--- config.mk ---
export PLATFORM = sky130hd
export DESIGN_NAME = bright_pixel_centroid
export DESIGN_NICKNAME = d
export VERILOG_FILES = /design/src/sv/bpc_pkg.sv /design/src/sv/bpc_ctrl.sv /design/src/sv/bpc_datapath.sv /design/src/sv/bright_pixel_centroid.sv
export VERILOG_INCLUDE_DIRS = /design/src /design/src/sv
export SDC_FILE = /design/constraint.sdc
export NUM_CORES = 1
export LEC_CHECK = 0
export BUFFER_PORTS_ARGS = -buffer_cell sky130_fd_sc_hd__buf_2
export CORE_MARGIN = 2
export CORE_UTILIZATION = 67
export DETAILED_ROUTE_END_ITERATION = 6
export PLACE_DENSITY = 0.86
export SLEW_MARGIN = 10
export SYNTH_ARGS = -nofsm -noshare
export SYNTH_HDL_FRONTEND = slang
export SYNTH_SLANG_ARGS = --single-unit
--- constraint.sdc ---
create_clock -name clk -period 11.7 [get_ports clk]
set_clock_uncertainty 0.15 [all_clocks]
set_input_delay 0.585 -clock clk [delete_from_list [all_inputs] [get_ports clk]]
set_output_delay 0.585 -clock clk [all_outputs]
set_load 0.05 [all_outputs]
--- src/sv/bright_pixel_centroid_defines.svh ---
// Assertion macros shared by the bright pixel centroid RTL.
`ifndef BRIGHT_PIXEL_CENTROID_DEFINES_SVH
`define BRIGHT_PIXEL_CENTROID_DEFINES_SVH
`ifndef NO_ASSERTIONS
// Same-cycle implication under synchronous active-low reset.
`define BPC_ASSERT_IMP(lbl, ck, rn, ante, cons) \
  lbl: assert property (@(posedge ck) disable iff (!rn) (ante) |-> (cons)) \
    else $error("bpc: same-cycle check failed");
// Next-cycle implication under synchronous active-low reset.
`define BPC_ASSERT_NXT(lbl, ck, rn, ante, cons) \
  lbl: assert property (@(posedge ck) disable iff (!rn) (ante) |=> (cons)) \
    else $error("bpc: next-cycle check failed");
`else
`define BPC_ASSERT_IMP(lbl, ck, rn, ante, cons)
`define BPC_ASSERT_NXT(lbl, ck, rn, ante, cons)
`endif
`endif

--- src/sv/bpc_pkg.sv ---
// Types, constants and helpers for the bright pixel centroid block.
package bpc_pkg;

  localparam int MAX_WIDTH  = 1024;
  localparam int MAX_HEIGHT = 1024;

  // Fixed field widths of the interface.
  localparam int LEVEL_W = 8;
  localparam int SIZE_W  = 11;
  localparam int CFG_W   = 11;
  localparam int CFG_IDX_W = 2;
  localparam int CX_W    = 10;
  localparam int CY_W    = 10;
  localparam int HIT_W   = 21;

  // Internal widths follow the frame size limits.
  localparam int X_POS_W = (MAX_WIDTH > 1) ? $clog2(MAX_WIDTH) : 1;
  localparam int Y_POS_W = (MAX_HEIGHT > 1) ? $clog2(MAX_HEIGHT) : 1;
  localparam int Q_W     = (X_POS_W > Y_POS_W) ? X_POS_W : Y_POS_W;
  localparam int CNT_W   = $clog2(MAX_WIDTH * MAX_HEIGHT + 1);
  localparam int SUM_W   = Q_W + CNT_W - 1;
  localparam int LIM_W   = (Q_W + 1 > SIZE_W) ? Q_W + 1 : SIZE_W;
  localparam int STEP_W  = (Q_W > 1) ? $clog2(Q_W) : 1;

  localparam logic [LEVEL_W-1:0] THRESHOLD_RESET = LEVEL_W'(251);
  localparam logic [SIZE_W-1:0]  WIDTH_RESET     = SIZE_W'(640);
  localparam logic [SIZE_W-1:0]  HEIGHT_RESET    = SIZE_W'(480);

  typedef enum logic [CFG_IDX_W-1:0] {
    REG_THRESHOLD = 2'd0,
    REG_WIDTH     = 2'd1,
    REG_HEIGHT    = 2'd2
  } bpc_reg_t;

  typedef struct packed {
    logic [LEVEL_W-1:0] pixel_level;
    logic               frame_start;
  } bpc_pix_t;

  typedef struct packed {
    logic [CX_W-1:0]  centroid_x;
    logic [CY_W-1:0]  centroid_y;
    logic [HIT_W-1:0] hit_count;
    logic             found;
  } bpc_res_t;

  typedef struct packed {
    logic accept;
    logic step;
    logic last_x;
    logic load_out;
  } bpc_cmd_t;

  typedef struct packed {
    logic frame_end;
  } bpc_sts_t;

  // Zero counts as one, anything above the maximum saturates.
  function automatic logic [LIM_W-1:0] limit_size(logic [SIZE_W-1:0] v,
                                                  logic [LIM_W-1:0] maxv);
    logic [LIM_W-1:0] vv;
    vv = LIM_W'(v);
    if (vv == '0) return LIM_W'(1);
    if (vv > maxv) return maxv;
    return vv;
  endfunction

endpackage

--- src/sv/bpc_ctrl.sv ---
// Sequencer for pixel accumulation, serial divisions and result handoff.
module bpc_ctrl
  import bpc_pkg::*;
(
  input  logic     clk,
  input  logic     rst_n,
  input  logic     in_valid,
  output logic     in_stall,
  output logic     out_valid,
  input  logic     out_stall,
  input  bpc_sts_t sts,
  output bpc_cmd_t cmd
);

  typedef enum logic [1:0] {
    ST_ACCUM,
    ST_DIV_X,
    ST_DIV_Y,
    ST_OUT
  } state_t;

  localparam logic [STEP_W-1:0] STEP_LAST = STEP_W'(Q_W - 1);

  state_t            state_r;
  logic [STEP_W-1:0] step_r;
  logic              out_valid_r;
  logic              last_step;

  assign in_stall  = (state_r != ST_ACCUM);
  assign out_valid = out_valid_r;
  assign last_step = (step_r == STEP_LAST);

  always_comb begin
    cmd.accept   = in_valid && (state_r == ST_ACCUM);
    cmd.step     = (state_r == ST_DIV_X) || (state_r == ST_DIV_Y);
    cmd.last_x   = (state_r == ST_DIV_X) && last_step;
    cmd.load_out = (state_r == ST_OUT) && (!out_valid_r || !out_stall);
  end

  always_ff @(posedge clk) begin
    if (!rst_n) begin
      state_r     <= ST_ACCUM;
      step_r      <= '0;
      out_valid_r <= 1'b0;
    end else begin
      unique case (state_r)
        ST_ACCUM: begin
          if (cmd.accept && sts.frame_end) begin
            state_r <= ST_DIV_X;
            step_r  <= '0;
          end
        end
        ST_DIV_X: begin
          if (last_step) begin
            state_r <= ST_DIV_Y;
            step_r  <= '0;
          end else begin
            step_r <= step_r + STEP_W'(1);
          end
        end
        ST_DIV_Y: begin
          if (last_step) begin
            state_r <= ST_OUT;
          end else begin
            step_r <= step_r + STEP_W'(1);
          end
        end
        ST_OUT: begin
          if (cmd.load_out) state_r <= ST_ACCUM;
        end
        default: state_r <= ST_ACCUM;
      endcase

      // Hold the result until the far side takes it.
      if (cmd.load_out) out_valid_r <= 1'b1;
      else if (!out_stall) out_valid_r <= 1'b0;
    end
  end

endmodule

--- src/sv/bpc_datapath.sv ---
// Position tracking, bright pixel sums, shared restoring divider and result register.
module bpc_datapath
  import bpc_pkg::*;
(
  input  logic                 clk,
  input  logic                 rst_n,
  input  logic                 cfg_we,
  input  logic [CFG_IDX_W-1:0] cfg_index,
  input  logic [CFG_W-1:0]     cfg_data,
  input  bpc_pix_t             in_data,
  output bpc_res_t             out_data,
  input  bpc_cmd_t             cmd,
  output bpc_sts_t             sts
);

  logic [LEVEL_W-1:0] thr_r;
  logic [SIZE_W-1:0]  width_r;
  logic [SIZE_W-1:0]  height_r;

  logic [X_POS_W-1:0] col_r;
  logic [Y_POS_W-1:0] row_r;
  logic [SUM_W-1:0]   xsum_r;
  logic [SUM_W-1:0]   ysum_r;
  logic [CNT_W-1:0]   cnt_r;

  // Frame snapshot and divider state.
  logic [SUM_W-1:0]   dvy_r;
  logic [CNT_W-1:0]   dcnt_r;
  logic [CNT_W-1:0]   rem_r;
  logic [Q_W-1:0]     quo_r;
  logic [Q_W-1:0]     qx_r;
  bpc_res_t           res_r;

  logic [LIM_W-1:0]   w_lim;
  logic [LIM_W-1:0]   h_lim;
  logic [X_POS_W-1:0] col_base;
  logic [Y_POS_W-1:0] row_base;
  logic [SUM_W-1:0]   xsum_add;
  logic [SUM_W-1:0]   ysum_add;
  logic [CNT_W-1:0]   cnt_add;
  logic               hit;
  logic               row_end;
  logic               frame_end;
  logic [CNT_W:0]     trial;
  logic               ge;
  logic [CNT_W-1:0]   rem_nxt;
  logic [Q_W-1:0]     quo_nxt;
  logic               found;

  assign w_lim = limit_size(width_r, LIM_W'(MAX_WIDTH));
  assign h_lim = limit_size(height_r, LIM_W'(MAX_HEIGHT));

  always_comb begin
    col_base = in_data.frame_start ? '0 : col_r;
    row_base = in_data.frame_start ? '0 : row_r;
    hit      = in_data.pixel_level > thr_r;
    xsum_add = (in_data.frame_start ? '0 : xsum_r) + (hit ? SUM_W'(col_base) : '0);
    ysum_add = (in_data.frame_start ? '0 : ysum_r) + (hit ? SUM_W'(row_base) : '0);
    cnt_add  = (in_data.frame_start ? '0 : cnt_r) + CNT_W'(hit);
    // A column at or past the last one ends the row, likewise for rows.
    row_end   = !((LIM_W'(col_base) + LIM_W'(1)) < w_lim);
    frame_end = row_end && !((LIM_W'(row_base) + LIM_W'(1)) < h_lim);
  end

  assign sts.frame_end = frame_end;

  // One restoring step: shift in the next dividend bit, subtract if it fits.
  always_comb begin
    trial   = {rem_r, quo_r[Q_W-1]};
    ge      = trial >= {1'b0, dcnt_r};
    rem_nxt = ge ? CNT_W'(trial - {1'b0, dcnt_r}) : trial[CNT_W-1:0];
    quo_nxt = Q_W'({quo_r, ge});
  end

  assign found = (dcnt_r != '0);

  always_ff @(posedge clk) begin
    if (!rst_n) begin
      thr_r    <= THRESHOLD_RESET;
      width_r  <= WIDTH_RESET;
      height_r <= HEIGHT_RESET;
    end else if (cfg_we) begin
      unique case (cfg_index)
        REG_THRESHOLD: thr_r    <= cfg_data[LEVEL_W-1:0];
        REG_WIDTH:     width_r  <= cfg_data[SIZE_W-1:0];
        REG_HEIGHT:    height_r <= cfg_data[SIZE_W-1:0];
        default: ;
      endcase
    end
  end

  always_ff @(posedge clk) begin
    if (!rst_n) begin
      col_r  <= '0;
      row_r  <= '0;
      xsum_r <= '0;
      ysum_r <= '0;
      cnt_r  <= '0;
    end else if (cmd.accept) begin
      if (frame_end) begin
        col_r  <= '0;
        row_r  <= '0;
        xsum_r <= '0;
        ysum_r <= '0;
        cnt_r  <= '0;
      end else begin
        xsum_r <= xsum_add;
        ysum_r <= ysum_add;
        cnt_r  <= cnt_add;
        if (row_end) begin
          col_r <= '0;
          row_r <= row_base + Y_POS_W'(1);
        end else begin
          col_r <= col_base + X_POS_W'(1);
          row_r <= row_base;
        end
      end
    end
  end

  // Mean stays below 2**Q_W, so the top dividend bits start as remainder.
  always_ff @(posedge clk) begin
    if (cmd.accept && frame_end) begin
      dcnt_r <= cnt_add;
      dvy_r  <= ysum_add;
      rem_r  <= CNT_W'(xsum_add[SUM_W-1:Q_W]);
      quo_r  <= xsum_add[Q_W-1:0];
    end else if (cmd.step) begin
      if (cmd.last_x) begin
        qx_r  <= quo_nxt;
        rem_r <= CNT_W'(dvy_r[SUM_W-1:Q_W]);
        quo_r <= dvy_r[Q_W-1:0];
      end else begin
        rem_r <= rem_nxt;
        quo_r <= quo_nxt;
      end
    end
  end

  always_ff @(posedge clk) begin
    if (cmd.load_out) begin
      res_r.centroid_x <= found ? CX_W'(qx_r) : '0;
      res_r.centroid_y <= found ? CY_W'(quo_r) : '0;
      res_r.hit_count  <= HIT_W'(dcnt_r);
      res_r.found      <= found;
    end
  end

  assign out_data = res_r;

endmodule

--- src/sv/bright_pixel_centroid.sv ---
// Top level of the thresholded bright pixel centroid block.
//
//  port group   direction  handshake            payload
//  in_*         input      in_valid / in_stall  bpc_pix_t (pixel_level, frame_start)
//  out_*        output     out_valid/out_stall  bpc_res_t (centroid, hit_count, found)
//  cfg_*        input      cfg_we               cfg_index, cfg_data
//
// One pixel per cycle while a frame streams in.
// The last pixel of a frame starts two serial divisions on one shared divider,
// then a load of the result register: in_stall stays high through both
// divisions and the load, longer while a previous result is still stalled
// on the output. Reset is synchronous; no clearing pass.
`include "bright_pixel_centroid_defines.svh"

module bright_pixel_centroid
  import bpc_pkg::*;
(
  input  logic                 clk,
  input  logic                 rst_n,
  input  logic                 in_valid,
  output logic                 in_stall,
  input  bpc_pix_t             in_data,
  output logic                 out_valid,
  input  logic                 out_stall,
  output bpc_res_t             out_data,
  input  logic                 cfg_we,
  input  logic [CFG_IDX_W-1:0] cfg_index,
  input  logic [CFG_W-1:0]     cfg_data
);

  bpc_cmd_t cmd;
  bpc_sts_t sts;

  bpc_ctrl u_ctrl (
    .clk       (clk),
    .rst_n     (rst_n),
    .in_valid  (in_valid),
    .in_stall  (in_stall),
    .out_valid (out_valid),
    .out_stall (out_stall),
    .sts       (sts),
    .cmd       (cmd)
  );

  bpc_datapath u_datapath (
    .clk       (clk),
    .rst_n     (rst_n),
    .cfg_we    (cfg_we),
    .cfg_index (cfg_index),
    .cfg_data  (cfg_data),
    .in_data   (in_data),
    .out_data  (out_data),
    .cmd       (cmd),
    .sts       (sts)
  );

  `BPC_ASSERT_NXT(a_stall_after_frame_end, clk, rst_n, cmd.accept && sts.frame_end, in_stall)
  `BPC_ASSERT_IMP(a_result_after_divide, clk, rst_n, $rose(out_valid), $past(in_stall))
  `BPC_ASSERT_IMP(a_empty_frame_zero, clk, rst_n, out_valid && !out_data.found, out_data.centroid_x == '0 && out_data.centroid_y == '0)
  `BPC_ASSERT_IMP(a_found_matches_count, clk, rst_n, out_valid, out_data.found == (out_data.hit_count != '0))

endmodule

==> results.sh <==
export IMPL_drt_vias_per_instance=6.36
export IMPL_ys_flop_type="dfxtp_1"
export IMPL_ir_worst_vdd_mv=0.105
export IMPL_reg2reg_depth=16
export IMPL_crit_path_end_kind="flop"
export IMPL_worst_hold_path_num_cells=3
export IMPL_io_buffers=70
export IMPL_place_congestion=0.934
export IMPL_cts_htree_levels=1
export IMPL_muxShareOfSynthArea_pct=1.39
export IMPL_synth_simple_area_share_pct=22.8
export IMPL_root_buffer="clkbuf_16"
export IMPL_wl_met3_um=3720
export IMPL_track_usage_pct=32.1
export IMPL_overflow=0
export IMPL_yosysWarnings=0
export IMPL_insertion_delay_ns=0.56
export IMPL_fp_dieArea_um2=24700
export IMPL_synth_fp_nets=1819
export IMPL_yosys_area_share_adder_pct=6.76
export IMPL_hp_start="cfg_data[0]"
export IMPL_initial_core_util_pct=67.5
export IMPL_maxSlewViolCount=0
export IMPL_cts_tree="done"
export IMPL_dr_wl_met2_um=18200
export IMPL_rows=56
export IMPL_ant_nets=0
export IMPL_netlist_area_um2=15700
export IMPL_core_um2=23300
export IMPL_rsz0062_at_grt="no"
export IMPL_synth_compound_area_share_pct=17.2
export IMPL_outcome="finished clean"
export IMPL_setup_viol=0
export IMPL_post_route_min_period_ns=5.84
export IMPL_routed_wl_um=39800
export IMPL_grt_pass1_wl_um=63500
export IMPL_synth_async_reset_ratio_pct=0
export IMPL_synth_edf_count=133
export IMPL_critPathRequiredTime_ns=11.89
export IMPL_finalCritPeriodShare_pct=49.9
export IMPL_synth_xor_area_share_pct=5.02
export IMPL_die_height_um=157
export IMPL_p_total_mw=1.99
export IMPL_layout_common_cells="nand2_1 (212), dfxtp_1 (139), edfxtp_1 (133)"
export IMPL_synthCells=1709
export IMPL_area_growth_syn_to_layout_pct=9.28
export IMPL_fin_ws_ns=5.86
export IMPL_critPathKind="input port to flop"
export IMPL_timing_fmax_mhz=171
export IMPL_pre_cts_slack_ns=5.42
export IMPL_hold_viol=0
export IMPL_maxCapViolCount=0
export IMPL_synth_seq_cells=272
export IMPL_crit_arrival_ns=6.04
export IMPL_drc=0
export IMPL_critical_path_startpoint="in_data[0]"
export IMPL_die_w_um=157
export IMPL_worst_pin_slew_ns=1.22
export IMPL_r2r_start="u_datapath.row_r[1]"
export IMPL_clk_pin_slew_worst_paths_ns=0.06
export IMPL_powerDensity_nw_per_um2=116
export IMPL_hold_class="input port to flop"
export IMPL_ys_types=90
export IMPL_final_setup_tns_ns=0
export IMPL_vias=13300
export IMPL_clock_sinks=272
export IMPL_avgRoutedWirePerCell_um=19.1
export IMPL_leakage_nw=6.56
export IMPL_first_iter_violations=1363
export IMPL_cts_path_max_buffers=3
export IMPL_yosysSeqAreaShare_pct=43.2
export IMPL_grt_max_degree=97
export IMPL_critPathMaxFanout=68
export IMPL_io_pins=71
export IMPL_synth_area_per_cell_um2=9.19
export IMPL_cts_resized=0
export IMPL_layout_commonest_cell="nand2_1"
export IMPL_routed_top_layer="met4"
export IMPL_antenna_cells=0
export IMPL_cts_buffers=29
export IMPL_layout_nets=1855
export IMPL_fin_util_pct=73.8
export IMPL_max_slew_margin_rel_pct=18.2
export IMPL_dr_pass1_iters=7
export IMPL_synth_top_family_by_area="simple AND/OR/NAND/NOR gates"
export IMPL_cts_setup_buffers=0
export IMPL_grt_pass1_vias=12600
export IMPL_antenna_found_initial=1
export IMPL_drive_gt1_share_pct=9.62
export IMPL_wl_met1_um=16500
export IMPL_startpoint_type="input port"
export IMPL_cts_hold_buf=0
export IMPL_dpl_hpwl_um=27700
## cell type report
type                    count  area (um^2)
fillers                  1725         6100
clock inverters            10         68.8
multi-input cells        1297         8380
clock buffers              44          856
inverters                  62          233
well taps                 319          399
repair buffers             83          450
flip-flops and latches    272         6780
## Yosys cell counts, types with 21 or more instances
cell / number / area, um^2
edfxtp_1: 133 / 3990
a22oi_1: 24 / 180
xnor2_1: 52 / 455
or3_1: 22 / 138
a21oi_1: 80 / 400
nor3_1: 27 / 135
a31oi_1: 24 / 150
inv_1: 58 / 218
clkbuf_1: 55 / 206
dfxtp_1: 139 / 2780
nor2_1: 106 / 398
o21ai_0: 74 / 370
ha_1: 80 / 1000
and2_1: 34 / 213
nand4_1: 23 / 144
a21boi_0: 54 / 405
nand3_1: 82 / 410
nor2b_1: 93 / 582
xor2_1: 38 / 333
o21a_1: 21 / 158
and3_1: 35 / 219
nand2_1: 213 / 800
## final timing paths
kind	to	slack (ns)
max reg2reg	u_datapath.rem_r[8]	6.27
max	u_datapath.rem_r[8]	5.86
min reg2reg	u_datapath.cnt_r[0]	0.31
min	u_datapath.thr_r[0]	0.13
## flip-flops by register name (all words and copies together), names as in the netlist, 11 cells and up
signal and cells:
u_datapath.dvy_r 30, u_datapath.out_data 42, u_datapath.xsum_r 30, u_datapath.dcnt_r 21
u_datapath.rem_r 21, u_datapath.cnt_r 21, u_datapath.width_r 11, u_datapath.ysum_r 30
u_datapath.height_r 11
## cell families (layout without fill, tap and decap cells)
group	after synthesis	after routing
and+or+nand+nor	703	703
AOI/OAI and AO/OA	400	400
DFF	272	272
buffers and inverters	140	199
xor gates and xnor gates	90	90
adders and majority gates	83	83
muxes	21	21
## per-layer routing
layer  global-route usage (%)  vias up
met2                     51.6      666
li1                         -     6220
met1                     43.9     6277
met5                        0        -
met4                     11.8        0
met3                     5.45      110
## critical path: stages
cell and delay, ns:
buf_4 0.26, buf_4 0.41, nor2b_1 0.30, ha_1 0.24
nand3_1 0.17, nor3_1 0.41, nand3_1 0.26, nor4bb_1 0.34
ha_1 0.21, nand3_1 0.09, a2111oi_0 0.28, o21ai_0 0.21
nand2_2 0.26, nand3_4 0.46, inv_2 0.16, buf_4 0.67
nor2_2 0.22, a221oi_1 0.37
## per-stage QoR
step / instance area [um^2] / instances / hold slack, ns
2_1_floorplan: 15700 / 1709 / 0.267
3_3_place_gp: 16200 / 2033 / 0.278
3_5_place_dp: 16200 / 2033 / 0.295
4_1_cts: 17200 / 2087 / 0.117
5_1_grt: 17200 / 2087 / 0.139
6_report: 17200 / 2087 / 0.131
## power breakdown
group	internal [mW]	total (mW)	switching (mW)
sequential	0.998	1.00	0.00479
combinational	0.0325	0.0979	0.0654
clock	0.507	0.893	0.385
(Power assumes the default switching activity.)
